--- config.mk ---
export PLATFORM = sky130hd
export DESIGN_NAME = hsv_to_rgb_dimmed_unit_flat
export DESIGN_NICKNAME = d
export VERILOG_FILES = /design/src/rtl/hsvd_pkg.sv /design/src/rtl/hsvd_if.sv /design/src/rtl/hsvd_front.sv /design/src/rtl/hsvd_interp.sv /design/src/rtl/hsvd_out.sv /design/src/rtl/hsv_to_rgb_dimmed_unit.sv /design/src/flat_wrapper.sv
export SDC_FILE = /design/constraint.sdc
export NUM_CORES = 1
export LEC_CHECK = 0
export BUFFER_PORTS_ARGS = -buffer_cell sky130_fd_sc_hd__buf_2
export CAP_MARGIN = 20
export CORE_ASPECT_RATIO = 0.9
export CORE_UTILIZATION = 50
export DETAILED_ROUTE_END_ITERATION = 10
export GPL_TIMING_DRIVEN = 0
export PLACE_DENSITY = 0.76
export SLEW_MARGIN = 20
export SYNTH_ARGS = -nofsm -noshare
export SYNTH_HDL_FRONTEND = slang
export SYNTH_SLANG_ARGS = --single-unit
--- constraint.sdc ---
create_clock -name clk -period 13 [get_ports clk]
set_input_delay 2.6 -clock clk [delete_from_list [all_inputs] [get_ports clk]]
set_output_delay 2.6 -clock clk [all_outputs]
set_load 0.02 [all_outputs]
--- src/rtl/hsvd_pkg.sv ---
`default_nettype none
package hsvd_pkg;

  localparam int HUE_W   = 9;
  localparam int COMP_W  = 8;
  localparam int SHIFT_W = 4;
  localparam int REM_W   = 6;
  localparam int PROD_W  = 14;

  localparam logic [HUE_W-1:0]   HUE_WRAP   = 9'd360;
  localparam logic [HUE_W-1:0]   SECTOR_DEG = 9'd60;
  localparam logic [REM_W-1:0]   REM_SPAN   = 6'd60;
  localparam logic [COMP_W-1:0]  COMP_MAX   = 8'hFF;
  localparam logic [SHIFT_W-1:0] SHIFT_LIM  = 4'd8;

  // floor(p/60) == (p * 17477) >> 20 for every p below 23831
  localparam int RECIP_W     = 15;
  localparam int RECIP_SHIFT = 20;
  localparam logic [RECIP_W-1:0] RECIP_60 = 15'd17477;
  localparam int QPROD_W = PROD_W + RECIP_W;

  typedef enum logic [2:0] {
    SEC_RY = 3'd0,
    SEC_YG = 3'd1,
    SEC_GC = 3'd2,
    SEC_CB = 3'd3,
    SEC_BM = 3'd4,
    SEC_MR = 3'd5
  } sector_t;

  typedef struct packed {
    sector_t            sector;
    logic [REM_W-1:0]   rem;
    logic [COMP_W-1:0]  val;
    logic [COMP_W-1:0]  inv_sat;
  } front_t;

  typedef struct packed {
    sector_t            sector;
    logic               gray;
    logic [COMP_W-1:0]  val;
    logic [COMP_W-1:0]  base;
    logic [COMP_W-1:0]  up_q;
    logic [COMP_W-1:0]  down_q;
  } interp_t;

  localparam logic [COMP_W-1:0] DIM_ROM [256] = '{
    8'd0, 8'd1, 8'd1, 8'd2, 8'd2, 8'd2, 8'd2, 8'd2, 8'd2, 8'd3, 8'd3, 8'd3, 8'd3, 8'd3,
    8'd3, 8'd3, 8'd3, 8'd3, 8'd3, 8'd3, 8'd3, 8'd3, 8'd3, 8'd4, 8'd4, 8'd4, 8'd4, 8'd4,
    8'd4, 8'd4, 8'd4, 8'd4, 8'd4, 8'd4, 8'd4, 8'd5, 8'd5, 8'd5, 8'd5, 8'd5, 8'd5, 8'd5,
    8'd5, 8'd5, 8'd5, 8'd6, 8'd6, 8'd6, 8'd6, 8'd6, 8'd6, 8'd6, 8'd6, 8'd7, 8'd7, 8'd7,
    8'd7, 8'd7, 8'd7, 8'd7, 8'd8, 8'd8, 8'd8, 8'd8, 8'd8, 8'd8, 8'd9, 8'd9, 8'd9, 8'd9,
    8'd9, 8'd9, 8'd10, 8'd10, 8'd10, 8'd10, 8'd10, 8'd11, 8'd11, 8'd11, 8'd11, 8'd11,
    8'd12, 8'd12, 8'd12, 8'd12, 8'd12, 8'd13, 8'd13, 8'd13, 8'd13, 8'd14, 8'd14, 8'd14,
    8'd14, 8'd15, 8'd15, 8'd15, 8'd16, 8'd16, 8'd16, 8'd16, 8'd17, 8'd17, 8'd17, 8'd18,
    8'd18, 8'd18, 8'd19, 8'd19, 8'd19, 8'd20, 8'd20, 8'd20, 8'd21, 8'd21, 8'd22, 8'd22,
    8'd22, 8'd23, 8'd23, 8'd24, 8'd24, 8'd25, 8'd25, 8'd25, 8'd26, 8'd26, 8'd27, 8'd27,
    8'd28, 8'd28, 8'd29, 8'd29, 8'd30, 8'd30, 8'd31, 8'd32, 8'd32, 8'd33, 8'd33, 8'd34,
    8'd35, 8'd35, 8'd36, 8'd36, 8'd37, 8'd38, 8'd38, 8'd39, 8'd40, 8'd40, 8'd41, 8'd42,
    8'd43, 8'd43, 8'd44, 8'd45, 8'd46, 8'd47, 8'd48, 8'd48, 8'd49, 8'd50, 8'd51, 8'd52,
    8'd53, 8'd54, 8'd55, 8'd56, 8'd57, 8'd58, 8'd59, 8'd60, 8'd61, 8'd62, 8'd63, 8'd64,
    8'd65, 8'd66, 8'd68, 8'd69, 8'd70, 8'd71, 8'd73, 8'd74, 8'd75, 8'd76, 8'd78, 8'd79,
    8'd81, 8'd82, 8'd83, 8'd85, 8'd86, 8'd88, 8'd90, 8'd91, 8'd93, 8'd94, 8'd96, 8'd98,
    8'd99, 8'd101, 8'd103, 8'd105, 8'd107, 8'd109, 8'd110, 8'd112, 8'd114, 8'd116,
    8'd118, 8'd121, 8'd123, 8'd125, 8'd127, 8'd129, 8'd132, 8'd134, 8'd136, 8'd139,
    8'd141, 8'd144, 8'd146, 8'd149, 8'd151, 8'd154, 8'd157, 8'd159, 8'd162, 8'd165,
    8'd168, 8'd171, 8'd174, 8'd177, 8'd180, 8'd183, 8'd186, 8'd190, 8'd193, 8'd196,
    8'd200, 8'd203, 8'd207, 8'd211, 8'd214, 8'd218, 8'd222, 8'd226, 8'd230, 8'd234,
    8'd238, 8'd242, 8'd248, 8'd255
  };

endpackage
`default_nettype wire

--- src/rtl/hsvd_if.sv ---
`default_nettype none
interface hsv_pix_if;
  logic                        valid;
  logic                        ready;
  logic [hsvd_pkg::HUE_W-1:0]  hue;
  logic [hsvd_pkg::COMP_W-1:0] saturation;
  logic [hsvd_pkg::COMP_W-1:0] brightness;

  modport source (output valid, output hue, output saturation, output brightness,
                  input ready);
  modport sink   (input valid, input hue, input saturation, input brightness,
                  output ready);
endinterface

interface rgb_pix_if;
  logic                        valid;
  logic                        ready;
  logic [hsvd_pkg::COMP_W-1:0] red;
  logic [hsvd_pkg::COMP_W-1:0] green;
  logic [hsvd_pkg::COMP_W-1:0] blue;

  modport source (output valid, output red, output green, output blue, input ready);
  modport sink   (input valid, input red, input green, input blue, output ready);
endinterface
`default_nettype wire

--- src/rtl/hsvd_front.sv ---
`default_nettype none
// Stage 1: hue wrap, sector/remainder split, dimming lookups.
module hsvd_front (
  input  wire logic         clk,
  input  wire logic         rst_n,
  hsv_pix_if.sink           pix,
  output hsvd_pkg::front_t  dout,
  output logic              dout_valid,
  input  wire logic         dout_ready
);

  logic                       v_r;
  hsvd_pkg::front_t           d_r;
  hsvd_pkg::front_t           d_nxt;
  logic                       stage_rdy;
  logic [hsvd_pkg::HUE_W-1:0] hue_w;
  logic [hsvd_pkg::HUE_W-1:0] rem_w;

  assign stage_rdy = !v_r || dout_ready;
  assign pix.ready = stage_rdy;

  always_comb begin
    hue_w = (pix.hue >= hsvd_pkg::HUE_WRAP) ? pix.hue - hsvd_pkg::HUE_WRAP : pix.hue;
    if (hue_w < hsvd_pkg::SECTOR_DEG) begin
      d_nxt.sector = hsvd_pkg::SEC_RY;
      rem_w        = hue_w;
    end else if (hue_w < 9'(2 * hsvd_pkg::SECTOR_DEG)) begin
      d_nxt.sector = hsvd_pkg::SEC_YG;
      rem_w        = hue_w - 9'(hsvd_pkg::SECTOR_DEG);
    end else if (hue_w < 9'(3 * hsvd_pkg::SECTOR_DEG)) begin
      d_nxt.sector = hsvd_pkg::SEC_GC;
      rem_w        = hue_w - 9'(2 * hsvd_pkg::SECTOR_DEG);
    end else if (hue_w < 9'(4 * hsvd_pkg::SECTOR_DEG)) begin
      d_nxt.sector = hsvd_pkg::SEC_CB;
      rem_w        = hue_w - 9'(3 * hsvd_pkg::SECTOR_DEG);
    end else if (hue_w < 9'(5 * hsvd_pkg::SECTOR_DEG)) begin
      d_nxt.sector = hsvd_pkg::SEC_BM;
      rem_w        = hue_w - 9'(4 * hsvd_pkg::SECTOR_DEG);
    end else begin
      d_nxt.sector = hsvd_pkg::SEC_MR;
      rem_w        = hue_w - 9'(5 * hsvd_pkg::SECTOR_DEG);
    end
    d_nxt.rem     = rem_w[hsvd_pkg::REM_W-1:0];
    d_nxt.val     = hsvd_pkg::DIM_ROM[pix.brightness];
    // dimmed inverse saturation; 255 here means gray
    d_nxt.inv_sat = hsvd_pkg::DIM_ROM[hsvd_pkg::COMP_MAX - pix.saturation];
  end

  always_ff @(posedge clk) begin
    if (!rst_n) begin
      v_r <= 1'b0;
    end else if (stage_rdy) begin
      v_r <= pix.valid;
    end
  end

  always_ff @(posedge clk) begin
    if (stage_rdy && pix.valid) begin
      d_r <= d_nxt;
    end
  end

  assign dout       = d_r;
  assign dout_valid = v_r;

endmodule
`default_nettype wire

--- src/rtl/hsvd_interp.sv ---
`default_nettype none
// Stages 2..4: base level, span products, divide by 60 via reciprocal.
module hsvd_interp (
  input  wire logic          clk,
  input  wire logic          rst_n,
  input  wire hsvd_pkg::front_t din,
  input  wire logic          din_valid,
  output logic               din_ready,
  output hsvd_pkg::interp_t  dout,
  output logic               dout_valid,
  input  wire logic          dout_ready
);

  typedef struct packed {
    hsvd_pkg::sector_t             sector;
    logic                          gray;
    logic [hsvd_pkg::REM_W-1:0]    rem;
    logic [hsvd_pkg::COMP_W-1:0]   val;
    logic [hsvd_pkg::COMP_W-1:0]   base;
  } base_t;

  typedef struct packed {
    hsvd_pkg::sector_t             sector;
    logic                          gray;
    logic [hsvd_pkg::COMP_W-1:0]   val;
    logic [hsvd_pkg::COMP_W-1:0]   base;
    logic [hsvd_pkg::PROD_W-1:0]   up_p;
    logic [hsvd_pkg::PROD_W-1:0]   down_p;
  } prod_t;

  logic              v2_r, v3_r, v4_r;
  logic              rdy2, rdy3, rdy4;
  base_t             s2_r, s2_nxt;
  prod_t             s3_r, s3_nxt;
  hsvd_pkg::interp_t s4_r, s4_nxt;

  logic [2*hsvd_pkg::COMP_W-1:0] base_prod;
  logic [hsvd_pkg::COMP_W-1:0]   span;
  logic [hsvd_pkg::QPROD_W-1:0]  up_qp;
  logic [hsvd_pkg::QPROD_W-1:0]  down_qp;

  assign rdy4      = !v4_r || dout_ready;
  assign rdy3      = !v3_r || rdy4;
  assign rdy2      = !v2_r || rdy3;
  assign din_ready = rdy2;

  // stage 2: base = (inv_sat * val) >> 8, where inv_sat is the ROM output for 255 - sat
  always_comb begin
    base_prod     = 16'(din.inv_sat) * 16'(din.val);
    s2_nxt.sector = din.sector;
    s2_nxt.gray   = (din.inv_sat == hsvd_pkg::COMP_MAX);
    s2_nxt.rem    = din.rem;
    s2_nxt.val    = din.val;
    s2_nxt.base   = base_prod[2*hsvd_pkg::COMP_W-1:hsvd_pkg::COMP_W];
  end

  // stage 3: span times remainder and its complement
  always_comb begin
    span          = s2_r.val - s2_r.base;
    s3_nxt.sector = s2_r.sector;
    s3_nxt.gray   = s2_r.gray;
    s3_nxt.val    = s2_r.val;
    s3_nxt.base   = s2_r.base;
    s3_nxt.up_p   = 14'(span) * 14'(s2_r.rem);
    s3_nxt.down_p = 14'(span) * 14'(hsvd_pkg::REM_SPAN - s2_r.rem);
  end

  // stage 4: quotient by 60
  always_comb begin
    up_qp         = 29'(s3_r.up_p) * 29'(hsvd_pkg::RECIP_60);
    down_qp       = 29'(s3_r.down_p) * 29'(hsvd_pkg::RECIP_60);
    s4_nxt.sector = s3_r.sector;
    s4_nxt.gray   = s3_r.gray;
    s4_nxt.val    = s3_r.val;
    s4_nxt.base   = s3_r.base;
    s4_nxt.up_q   = up_qp[hsvd_pkg::RECIP_SHIFT+hsvd_pkg::COMP_W-1:hsvd_pkg::RECIP_SHIFT];
    s4_nxt.down_q = down_qp[hsvd_pkg::RECIP_SHIFT+hsvd_pkg::COMP_W-1:hsvd_pkg::RECIP_SHIFT];
  end

  always_ff @(posedge clk) begin
    if (!rst_n) begin
      v2_r <= 1'b0;
      v3_r <= 1'b0;
      v4_r <= 1'b0;
    end else begin
      if (rdy2) v2_r <= din_valid;
      if (rdy3) v3_r <= v2_r;
      if (rdy4) v4_r <= v3_r;
    end
  end

  always_ff @(posedge clk) begin
    if (rdy2 && din_valid) s2_r <= s2_nxt;
    if (rdy3 && v2_r)      s3_r <= s3_nxt;
    if (rdy4 && v3_r)      s4_r <= s4_nxt;
  end

  assign dout       = s4_r;
  assign dout_valid = v4_r;

endmodule
`default_nettype wire

--- src/rtl/hsvd_out.sv ---
`default_nettype none
// Stage 5: sector select, attenuation, output register.
module hsvd_out (
  input  wire logic                          clk,
  input  wire logic                          rst_n,
  input  wire hsvd_pkg::interp_t             din,
  input  wire logic                          din_valid,
  output logic                               din_ready,
  input  wire logic [hsvd_pkg::SHIFT_W-1:0]  atten,
  rgb_pix_if.source                          pix
);

  logic                        v_r;
  logic                        stage_rdy;
  logic [hsvd_pkg::COMP_W-1:0] up, down;
  logic [hsvd_pkg::COMP_W-1:0] r_sel, g_sel, b_sel;
  logic [hsvd_pkg::COMP_W-1:0] red_r, green_r, blue_r;
  logic [hsvd_pkg::COMP_W-1:0] red_nxt, green_nxt, blue_nxt;

  function automatic logic [hsvd_pkg::COMP_W-1:0] attenuate(
    input logic [hsvd_pkg::COMP_W-1:0]  c,
    input logic [hsvd_pkg::SHIFT_W-1:0] sh
  );
    logic [hsvd_pkg::COMP_W-1:0] res;
    if (sh >= hsvd_pkg::SHIFT_LIM) begin
      res = '0;
    end else begin
      res = c >> sh;
    end
    return res;
  endfunction

  assign stage_rdy = !v_r || pix.ready;
  assign din_ready = stage_rdy;

  always_comb begin
    up   = din.up_q + din.base;
    down = din.down_q + din.base;
    if (din.gray) begin
      r_sel = din.val;
      g_sel = din.val;
      b_sel = din.val;
    end else begin
      case (din.sector)
        hsvd_pkg::SEC_RY: begin r_sel = din.val;  g_sel = up;       b_sel = din.base; end
        hsvd_pkg::SEC_YG: begin r_sel = down;     g_sel = din.val;  b_sel = din.base; end
        hsvd_pkg::SEC_GC: begin r_sel = din.base; g_sel = din.val;  b_sel = up;       end
        hsvd_pkg::SEC_CB: begin r_sel = din.base; g_sel = down;     b_sel = din.val;  end
        hsvd_pkg::SEC_BM: begin r_sel = up;       g_sel = din.base; b_sel = din.val;  end
        default:          begin r_sel = din.val;  g_sel = din.base; b_sel = down;     end
      endcase
    end
    red_nxt   = attenuate(r_sel, atten);
    green_nxt = attenuate(g_sel, atten);
    blue_nxt  = attenuate(b_sel, atten);
  end

  always_ff @(posedge clk) begin
    if (!rst_n) begin
      v_r <= 1'b0;
    end else if (stage_rdy) begin
      v_r <= din_valid;
    end
  end

  always_ff @(posedge clk) begin
    if (stage_rdy && din_valid) begin
      red_r   <= red_nxt;
      green_r <= green_nxt;
      blue_r  <= blue_nxt;
    end
  end

  assign pix.valid = v_r;
  assign pix.red   = red_r;
  assign pix.green = green_r;
  assign pix.blue  = blue_r;

endmodule
`default_nettype wire

--- src/rtl/hsv_to_rgb_dimmed_unit.sv ---
// Channel   Dir   Handshake        Payload
// in_pix    in    valid/ready      hue[8:0], saturation[7:0], brightness[7:0]
// out_pix   out   valid/ready      red[7:0], green[7:0], blue[7:0]
// cfg       in    cfg_we           cfg_wdata[3:0] = attenuation shift
//
// Five register stages: dimming lookup, base multiply, span multiplies,
// reciprocal divide by 60, select and attenuate. One pixel per cycle while
// out_pix.ready holds. Synchronous active-low reset clears all stage valids
// and the shift register (0). A stall holds the stalled stage; bubbles ahead
// of it still fill, so in_pix.ready drops only when all five stages are full.
`default_nettype none
module hsv_to_rgb_dimmed_unit (
  input  wire logic                          clk,
  input  wire logic                          rst_n,
  hsv_pix_if.sink                            in_pix,
  rgb_pix_if.source                          out_pix,
  input  wire logic                          cfg_we,
  input  wire logic [hsvd_pkg::SHIFT_W-1:0]  cfg_wdata
);

  logic [hsvd_pkg::SHIFT_W-1:0] atten_r;
  hsvd_pkg::front_t             front_d;
  logic                         front_v, front_rdy;
  hsvd_pkg::interp_t            interp_d;
  logic                         interp_v, interp_rdy;

  always_ff @(posedge clk) begin
    if (!rst_n) begin
      atten_r <= '0;
    end else if (cfg_we) begin
      atten_r <= cfg_wdata;
    end
  end

  hsvd_front u_front (
    .clk        (clk),
    .rst_n      (rst_n),
    .pix        (in_pix),
    .dout       (front_d),
    .dout_valid (front_v),
    .dout_ready (front_rdy)
  );

  hsvd_interp u_interp (
    .clk        (clk),
    .rst_n      (rst_n),
    .din        (front_d),
    .din_valid  (front_v),
    .din_ready  (front_rdy),
    .dout       (interp_d),
    .dout_valid (interp_v),
    .dout_ready (interp_rdy)
  );

  hsvd_out u_out (
    .clk       (clk),
    .rst_n     (rst_n),
    .din       (interp_d),
    .din_valid (interp_v),
    .din_ready (interp_rdy),
    .atten     (atten_r),
    .pix       (out_pix)
  );

endmodule
`default_nettype wire

--- src/flat_wrapper.sv ---
// flat-port wrapper written by rule: the top's interface ports become plain ports
module hsv_to_rgb_dimmed_unit_flat 
  (clk, rst_n, cfg_we, cfg_wdata, in_pix_valid, in_pix_hue, in_pix_saturation, in_pix_brightness, in_pix_ready, out_pix_valid, out_pix_red, out_pix_green, out_pix_blue, out_pix_ready);
  hsv_pix_if in_pix_i ();
  rgb_pix_if out_pix_i ();
  input  wire logic clk;
  input  wire logic rst_n;
  input  wire logic cfg_we;
  input  wire logic [hsvd_pkg::SHIFT_W-1:0] cfg_wdata;
  input wire logic [$bits(in_pix_i.valid)-1:0] in_pix_valid;
  input wire logic [$bits(in_pix_i.hue)-1:0] in_pix_hue;
  input wire logic [$bits(in_pix_i.saturation)-1:0] in_pix_saturation;
  input wire logic [$bits(in_pix_i.brightness)-1:0] in_pix_brightness;
  output wire logic [$bits(in_pix_i.ready)-1:0] in_pix_ready;
  output wire logic [$bits(out_pix_i.valid)-1:0] out_pix_valid;
  output wire logic [$bits(out_pix_i.red)-1:0] out_pix_red;
  output wire logic [$bits(out_pix_i.green)-1:0] out_pix_green;
  output wire logic [$bits(out_pix_i.blue)-1:0] out_pix_blue;
  input wire logic [$bits(out_pix_i.ready)-1:0] out_pix_ready;
  assign in_pix_i.valid = in_pix_valid;
  assign in_pix_i.hue = in_pix_hue;
  assign in_pix_i.saturation = in_pix_saturation;
  assign in_pix_i.brightness = in_pix_brightness;
  assign in_pix_ready = in_pix_i.ready;
  assign out_pix_valid = out_pix_i.valid;
  assign out_pix_red = out_pix_i.red;
  assign out_pix_green = out_pix_i.green;
  assign out_pix_blue = out_pix_i.blue;
  assign out_pix_i.ready = out_pix_ready;
  hsv_to_rgb_dimmed_unit u_core (.clk(clk), .rst_n(rst_n), .in_pix(in_pix_i), .out_pix(out_pix_i), .cfg_we(cfg_we), .cfg_wdata(cfg_wdata));
endmodule
# --- Word-level counts from Yosys, hierarchy flattened ---
# Memories as Yosys holds them, arrays and structs flattened. A register that Yosys moved wholly into a read port is not among the register bits.
# Cells that the tools add are included.
op_classes:
  n_addsub: 11
  n_mul: 5
  n_div: 0
  magnitude_cmp: 7
  n_eq_ne: 5
  shift: 3
  mux: 16
  bitwise_logic: 2
  reduce_logical: 22
op_table:
  columns: ["op", "count"]
  rows:
  - ["case mux 8 bit (3 select lines)", 3]
  - ["multiplier 14 x 15 -> 28 bit (second input constant)", 2]
  - ["2-to-1 mux 6 bit", 5]
  - ["subtractor 6 bit (second input constant)", 5]
  - ["2-to-1 mux 8 bit", 3]
  - ["right shift 8 x 4 -> 8 bit", 3]
  - ["< comparator 9 x 8 -> 1 bit (second input constant)", 2]
  - ["inverter 8 -> 9 bit", 2]
  - ["adder 8 bit", 2]
  - ["multiplier 8 x 8 -> 16 bit", 1]
  - ["multiplier 8 x 6 -> 14 bit", 1]
  - ["multiplier 9 x 7 -> 14 bit", 1]
  - ["OR reduction 2 bit", 5]
  - [">= comparator 9 bit (second input constant)", 1]
  - ["< comparator 9 x 6 -> 1 bit (second input constant)", 1]
  - ["< comparator 9 x 7 -> 1 bit (second input constant)", 1]
  - ["< comparator 9 bit (second input constant)", 1]
  - ["2-to-1 mux 9 bit", 1]
  - ["subtractor 9 bit (second input constant)", 1]
  - ["equality test 8 bit (second input constant)", 1]
  - ["subtractor 8 bit", 1]
  - ["subtractor 8 bit (first input constant)", 1]
  - ["subtractor 6 x 6 -> 7 bit (first input constant)", 1]
  - ["equality test 3 x 2 -> 1 bit (second input constant)", 2]
  - ["10 further kinds", 24]
totals:
  ff_bits: 152
  latch_bits: 0
  mem_bits_rw: 0
  rom_bits: 4096
  in_bits: 34
  output_inout_bits: 26
  elab_cells: 103
  n_memories: 2
mem_list:
  columns: ["name", "depth", "width", "rd", "rd_clocked_by_memory_dff", "wr", "line_no", "rtl"]
  rows:
  - ["(no name shown)", 256, 8, 1, 1, 0, "hsvd_front.sv:46", "d_nxt.inv_sat = hsvd_pkg::DIM_ROM[hsvd_pkg::COMP_MAX - pix.saturation];"]
  - ["(no name shown)", 256, 8, 1, 1, 0, "hsvd_front.sv:44", "d_nxt.val = hsvd_pkg::DIM_ROM[pix.brightness];"]

# --- Logic depth before layout (Yosys ltp) ---
# Gate-level depths: netlist of the first run.
logic_depth:
  ltp_word: 8
  mapped_depth: 27

# --- Modules after synthesis ---
# From an unflattened synthesis of the first run, not the netlist that was laid out.
unflattened:
  cells_unflattened: 2298
  hier_area_um2: 21035.2
modules_own_cells:
  columns: ["mod", "n_inst", "cells_each", "area_each_um2", "seq_area_each_um2"]
  rows:
  - ["hsvd_interp", 1, 1180, 12786.0, 3333.2]
  - ["hsvd_front", 1, 662, 4540.6, 770.7]
  - ["hsvd_out", 1, 443, 3552.2, 740.7]
  - ["hsv_to_rgb_dimmed_unit", 1, 13, 156.4, 80.1]

# --- Worst setup path before layout of the first run ---
# No wires, ideal clock.
synth_timing:
  path_kind: "input -> output"
  from: "input out_pix_ready"
  to: "output in_pix_ready"
  arrival_ns: 3.375
  required_ns: 10.400
  slack_ns: 7.025
  stages: 4
  n_path_buf: 1
  path_cell_list: "nor2b_1 and3_1 clkbuf_1 nand3_1"
synth_between:
  elab_chain_len: 5
synth_lines:
  columns: ["element", "line_no", "rtl"]
  rows:
  - ["start, declared", "flat_wrapper.sv:19", "input wire logic [$bits(out_pix_i.ready)-1:0] out_pix_ready;"]
  - ["logical OR 1 bit", "hsvd_out.sv:33", "assign stage_rdy = !v_r || pix.ready;"]
  - ["logical OR 1 bit", "hsvd_interp.sv:42", "assign rdy4 = !v4_r || dout_ready;"]
  - ["logical OR 1 bit", "hsvd_interp.sv:43", "assign rdy3 = !v3_r || rdy4;"]
  - ["logical OR 1 bit", "hsvd_interp.sv:44", "assign rdy2 = !v2_r || rdy3;"]
  - ["logical OR 1 bit", "hsvd_front.sv:19", "assign stage_rdy = !v_r || dout_ready;"]
  - ["end, declared", "flat_wrapper.sv:14", "output wire logic [$bits(in_pix_i.ready)-1:0] in_pix_ready;"]
# No other way between the ends.

# --- Worst setup path in the final report of the first run ---
# Ends and elaborated chain as after synthesis.

==> flow_metrics.tcl, run 1 <==
set metrics [dict create \
    synth-edff-count 158 \
    dieArea_um2 41600 \
    drive_gt1_share_pct 6.21 \
    antenna_cells 0 \
    max_freq_ghz 0.151 \
    tightest_slew_ps 1040 \
    clk_latency_ps 440 \
    reg2reg_depth 25 \
    cts_buffer_depth 2 \
    wl_per_cell_um 18.2 \
    cts-root-buf "clkbuf_16" \
    core_um2 39900 \
    ff2ff_setup_slack_ps 6610 \
    layout.nets 2782 \
    grt_usage_pct 25.1 \
    end_kind "primary output" \
    grt_pass1_wl_mm 85.8 \
    crit_type "primary input to primary output" \
    ios 60 \
    synth_area_per_cell_um2 9.16 \
    rsz0062_at_grt "false" \
    reg2reg_from "u_core.u_interp.s2_r[8]" \
    drc 0 \
    setup_violations 0 \
    cts_sinks 167 \
    drt-total-wl_mm 51.9 \
    initial_core_util_pct 51.2 \
    synthArstFlopShare_pct 0 \
    slew_headroom_pct 30.5 \
    synth_seq_area_share_pct 24.1 \
    worstPathArrival_ps 4000 \
    ys.flop_type "edfxtp_1" \
    syn_nets 2706 \
    gp_congestion 0.983 \
    pre_cts_ws_ps 6380 \
    ys_seq_elements 167 \
    synth.distinct_cells 88 \
    min_path_type "flop to flop" \
    syn-instance-count 2230 \
    cp-start-kind "primary input" \
    grt_max_degree 29 \
    ctsHtreeMaxLevel 4 \
    via_count 16900 \
    cts_resized 0 \
    status "finished clean" \
    path_clk_slew_ps 70 \
    finalCritPeriodShare_pct 50.8 \
    final_max_slew_viol_count 0 \
    port_buffers 52 \
    final.min_clock_period_ps 6600 \
    area_delta_synth_final_pct 8.33 \
    cts_setup_buffers 0 \
    die_x_um 215 \
    firstDrtPassIters 6 \
    drt_iter0_drc 1320 \
    skew_ps 14.7 \
    cp_data_required_time_ps 10400 \
    grt_pass1_vias 17000 \
    cts_tree "done" \
    hold_violations 0 \
    antenna_found_initial 0 \
    hpwlAfterDp_mm 41.0 \
    die_h_um 194 \
    rows 69 \
    whs_path_depth 0 \
    cts_hold_buf 0 \
    tns_ps 0 \
    via_per_inst 5.93 \
    synth_area_um2 20400 \
    r2r_end "u_core.u_interp.s3_r[13]" \
    path_max_fanout 6 \
    cap_violations 0 \
    hp-start "u_core.u_front.dout[23]" \
    ant_nets 0 \
    overflow 0 \
    timing.final.ws_setup_ps 6400 \
    cts_inserted_buffers 17 \
    worstHoldEndpoint "u_core.u_interp.s2_r[24]" \
    yosys_warnings 0 \
]
flip-flops by register name, summed over array words and instances (netlist names):
name	cells
u_core.atten_r	4
u_core.u_out.pix.green	8
u_core.u_interp.s2_r	26
u_core.u_interp.v3_r	1
u_core.u_out.pix.blue	8
u_core.u_out.pix.valid	1
u_core.u_interp.s3_r	47
u_core.u_interp.dout	36
u_core.u_interp.v2_r	1
u_core.u_out.pix.red	8
u_core.u_interp.dout_valid	1
u_core.u_front.dout	25
u_core.u_front.dout_valid	1
cells in the final DEF (no fill, tap or decap), types with 17 or more instances in the layout:
| cell | instances |
|---|---|
| clkbuf_16 | 17 |
| edfxtp_1 | 158 |
| o21ai_0 | 125 |
| xnor2_1 | 49 |
| and2_1 | 72 |
| mux2i_1 | 30 |
| a211oi_1 | 30 |
| xor2_1 | 27 |
| nor3_1 | 25 |
| ha_1 | 309 |
| o211ai_1 | 30 |
| inv_1 | 260 |
| a21oi_1 | 126 |
| nand2_1 | 198 |
| nor2_1 | 159 |
| nor2b_1 | 30 |
| buf_2 | 61 |
| a31oi_1 | 21 |
| a21o_1 | 19 |
| clkbuf_1 | 79 |
| nand3_1 | 40 |
| fa_1 | 133 |
| nand2b_1 | 17 |
critical path, stage by stage:
cell,delay (ps)
buf_2,100
nor2b_1,370
and3_1,220
clkbuf_1,380
nand3_1,150
buf_2,180
metal layers:
layer  vias up  track usage [%]  routed length (um)
li1       8037                -                   -
met1      8187             33.1               22500
met2       590             43.3               25300
met3        86             3.12                3000
met4         0             7.25                1150
met5         -                0                   0
synth_stat cells (6+ instances only):
cell type / number / area (um^2)
nand2_1: 198 / 743
ha_1: 309 / 3870
o311ai_0: 10 / 87.6
edfxtp_1: 158 / 4740
nor3b_1: 7 / 52.6
nor2_1: 159 / 597
o22ai_1: 15 / 93.8
xor2_1: 27 / 236
or3_1: 11 / 68.8
o211ai_1: 30 / 225
clkbuf_1: 79 / 297
a221oi_1: 13 / 114
o21a_1: 8 / 60.1
a31oi_1: 22 / 138
and2_1: 72 / 450
mux4_2: 6 / 135
o21ai_0: 125 / 626
a311oi_1: 6 / 52.6
a21oi_1: 126 / 631
nor3_1: 25 / 125
mux2i_1: 30 / 300
dfxtp_1: 9 / 180
buf_1: 14 / 52.6
nand4_1: 7 / 43.8
nor2b_1: 32 / 200
a211o_1: 7 / 61.3
a211oi_1: 30 / 225
a21boi_0: 8 / 60.1
mux2_2: 10 / 113
nand2b_1: 17 / 106
buf_2: 9 / 45.0
o221ai_1: 9 / 78.8
o21bai_1: 8 / 60.1
and3_1: 16 / 100
a22oi_1: 8 / 60.1
o32ai_1: 6 / 52.6
fa_1: 133 / 2660
a21o_1: 19 / 143
inv_1: 260 / 976
xnor2_1: 49 / 429
nand3_1: 40 / 200
area by class of cell:
cell class	count	area, um^2
clock inverters	15	189
multi-input cells	1697	14200
repair buffers	57	374
flip-flops and latches	167	4920
well taps	532	666
plain buffers	104	404
clock buffers	17	425
fillers	3535	17800
inverters	262	983
per-stage QoR:
stage	cell area, um^2	util [%]	cells	hold WS, ps
after floorplan	20400	-	2230	400
after global placement	21300	53.5	2814	400
after detailed placement	21500	53.9	2819	405
after CTS	22100	55.5	2851	419
after global routing	22100	55.5	2851	426
final	22100	55.5	2851	418
worst max-delay path by stage:
stage | startpoint | end | slack (ps)
floorplan | out_pix_ready | in_pix_ready | 7030
global placement | out_pix_ready | u_core.u_interp.dout[8] | 6160
detailed placement | out_pix_ready | in_pix_ready | 6380
CTS | out_pix_ready | in_pix_ready | 6380
global route | u_core.u_interp.s2_r[9] | u_core.u_interp.s3_r[13] | 6110
finish | out_pix_ready | in_pix_ready | 6400
cells by family after synthesis:
family,synth area share [%]
flops,24.1
mux,2.68
simple gates,14.3
compound gates,16.8
xor+xnor,3.34
buf+inv,6.80
fa+ha+maj,32.0
Power of run 1 is left out: the tool's default activity adds up to more than one toggle a clock period on the data nets, which glitch-free logic cannot reach.
==> inputs of run 2 (changes only) <==
--- a/config.mk
+++ b/config.mk
@@ -5,6 +5,7 @@
 export SDC_FILE = /design/constraint.sdc
 export NUM_CORES = 1
 export LEC_CHECK = 0
+export ABC_AREA = 1
 export BUFFER_PORTS_ARGS = -buffer_cell sky130_fd_sc_hd__buf_2
 export CAP_MARGIN = 20
 export CORE_ASPECT_RATIO = 0.9
==> constraint.sdc (replaced) <==
create_clock -name clk -period 6.5 [get_ports clk]
set_input_delay 1.3 -clock clk [delete_from_list [all_inputs] [get_ports clk]]
set_output_delay 1.3 -clock clk [all_outputs]
set_load 0.02 [all_outputs]
==> run 2 against run 1 <==
Effect of this change: die area down 0.54%; utilization shrank 0.30 points; synthesized cell count is 13% higher; count of clock-buffer cells in the layout unchanged; non-clock buffer count shrank 46; critical path depth up 19; cell area is 0.98% lower; wire length fell by 5.1%; critical path type is now flop to flop; critical endpoint is now u_core.u_interp.s3_r[13].
==> flow_metrics.tcl, run 2 <==
set metrics [dict create \
    end_kind "flop" \
    reg2reg_from "u_core.u_interp.s2_r[16]" \
    worstHoldEndpoint "u_core.u_interp.s2_r[17]" \
    cts_buffer_depth 2 \
    ff2ff_setup_slack_ps 520 \
    synth_fa_ha_area_share_pct 32.1 \
    synth.top_cell.area_share_pct 23.4 \
    min_path_type "flop to flop" \
    cp-start-kind "flop" \
    final_max_slew_viol_count 0 \
    die_x_um 214 \
    firstDrtPassIters 7 \
    grt_usage_pct 24.3 \
    syn-instance-count 2524 \
    grt_pass1_wl_mm 82.2 \
    reg2reg_depth 25 \
    hp-start "u_core.u_front.dout[17]" \
    synth_area_um2 20300 \
    r2r_end "u_core.u_interp.s3_r[13]" \
    rsz0062_at_grt "false" \
    status "finished clean" \
    via_per_inst 5.55 \
    gp_congestion 0.972 \
    cts-root-buf "clkbuf_16" \
    cts_sinks 167 \
    synth_seq_area_share_pct 24.2 \
    rows 69 \
    synth_top_family_by_area "adder cells" \
    tightest_slew_ps 771 \
    crit_family "adder cells" \
    synth_area_per_cell_um2 8.05 \
    whs_path_depth 0 \
    wl_per_cell_um 15.7 \
    ios 60 \
    clk_latency_ps 440 \
    ant_nets 0 \
    initial_core_util_pct 51.1 \
    top_register "u_core.u_interp.s3_r" \
    synth_area_leaders "edfxtp_1 23%, ha_1 19%, fa_1 13%, nand2_1 8.2%, inv_1 8.1%" \
    max_freq_ghz 0.167 \
    synth.distinct_cells 61 \
    mostFrequentLayoutCell "nand2_1" \
    layout.nets 3074 \
    path_clk_slew_ps 70 \
    antenna_found_initial 0 \
    synth_commonest_cells "445 x nand2_1, 440 x inv_1, 309 x ha_1" \
    ys_seq_elements 167 \
    synth-edff-count 158 \
    cp_slowest_cell "nor3_1" \
    setup_violations 0 \
    die_h_um 193 \
    drive_gt1_share_pct 6.13 \
    skew_ps 11.9 \
    dieArea_um2 41400 \
    drc 0 \
    synthArstFlopShare_pct 0 \
    slew_headroom_pct 48.2 \
    cts_setup_buffers 0 \
    antenna_cells 0 \
    overflow 0 \
    synth-compound-area-share_pct 11.5 \
    yosys_warnings 0 \
    via_count 17500 \
    yosys.area_share.simple_pct 19.9 \
    core_um2 39700 \
    critical_path_buf_inv_count 5 \
    final.min_clock_period_ps 5980 \
    multi_input_area_um2 13500 \
    finalCritPeriodShare_pct 92.0 \
    grt_pass1_vias 17000 \
    port_buffers 53 \
    synth.most_common_cell "nand2_1" \
    ys.flop_type "edfxtp_1" \
    cts_inserted_buffers 17 \
    synthMuxAreaShare_pct 0 \
    cap_violations 0 \
    cts_tree "done" \
    tns_ps 0 \
    syn_nets 3000 \
    synth_xor_area_share_pct 2.54 \
    crit_type "flop to flop" \
    layout.area.seq_um2 4920 \
    cpPeakStageDelay_ps 620 \
    drt_iter0_drc 1548 \
    worstPathArrival_ps 6170 \
    layout_common_cells "445 x nand2_1, 438 x inv_1, 309 x ha_1, 230 x nor2_1, 158 x edfxtp_1" \
    hpwlAfterDp_mm 40.4 \
    path_max_fanout 9 \
    cp_data_required_time_ps 6680 \
    fill_cells 3649 \
    area_delta_synth_final_pct 7.86 \
    yosys.area.top_type "edfxtp_1" \
    hold_violations 0 \
    drt-total-wl_mm 49.3 \
    largest_reg_flops 47 \
    ctsHtreeMaxLevel 4 \
    grt_max_degree 39 \
    cpMostUsedCell "nand2_1" \
]
[run 2: cell types whose count changed in the layout (fill, tap and decap cells not counted), sizes merged, moves of 31 or more]
cell	before	now
nand3	40	152
nand2	199	466
inv	268	456
nor2b	32	0
and2	72	4
nor2	159	244
clkbuf	98	63
a21oi	127	158
[run 2: kinds of logic after synthesis]
kind of cell,after synthesis
AOI/OAI and AO/OA,406
xor gates and xnor gates,59
adders and majority gates,442
buffers and inverters,515
DFF,167
and+or+nand+nor,935
[run 2: layout make-up]
| class | count | share of cell area (%) |
|---|---|---|
| clock buffer | 17 | 1.94 |
| timing repair buffer | 55 | 1.35 |
| multi-input combinational | 1842 | 61.4 |
| tap | 532 | 3.04 |
| inverter | 455 | 7.81 |
| clock inverter | 15 | 0.834 |
| buffer | 60 | 1.12 |
| sequential | 167 | 22.5 |
[run 2: how the worst max path moves through the flow]
stage	start	endpoint	slack (ps)	cells after the start
finish	u_core.u_interp.s2_r[16]	u_core.u_interp.s3_r[13]	520	25
detailed placement	u_core.u_interp.s2_r[10]	u_core.u_interp.s3_r[13]	450	24
floorplan	u_core.u_interp.s2_r[8]	u_core.u_interp.s3_r[13]	1170	29
global placement	u_core.u_interp.s2_r[10]	u_core.u_interp.s3_r[13]	510	24
global route	u_core.u_interp.s2_r[10]	u_core.u_interp.s3_r[13]	70	27
CTS	u_core.u_interp.s2_r[10]	u_core.u_interp.s3_r[13]	410	24
[run 2: worst reg2reg max path: cells and delay by family (launching register included)]
kind                       cells  cell delay, ps
DFF                            1             420
AOI/OAI and AO/OA              3             430
buffers and inverters          5             450
adders and majority gates      6            2830
and+or+nand+nor               11            1590
[run 2: metrics by stage]
| stage | hold WS [ps] | area [um^2] | instances | util [%] | setup WS (ps) |
|---|---|---|---|---|---|
| 6_report | 419 | 21900 | 3143 | 55.2 | 517 |
| 5_1_grt | 425 | 21900 | 3143 | 55.2 | 75.0 |
| 4_1_cts | 420 | 21900 | 3143 | 55.1 | 411 |
| 3_5_place_dp | 405 | 21300 | 3111 | 53.6 | 446 |
| 3_3_place_gp | 402 | 21200 | 3109 | 53.5 | 508 |
| 2_1_floorplan | 400 | 20300 | 2524 | - | 1170 |
[run 2: repair_timing]
item,4_1_cts,5_1_grt
setup endpoints to repair,0,1
hold buffers,0,0
resized for setup,0,2
[run 2: layer usage]
layer	GRT usage, %	vias up	wire length, um
met2	41.2	644	23400
met4	8.49	0	1150
met1	32.2	8197	21800
li1	-	8505	-
met3	3.25	106	2920
met5	0	-	0
Power of run 2 is left out for the same reason.
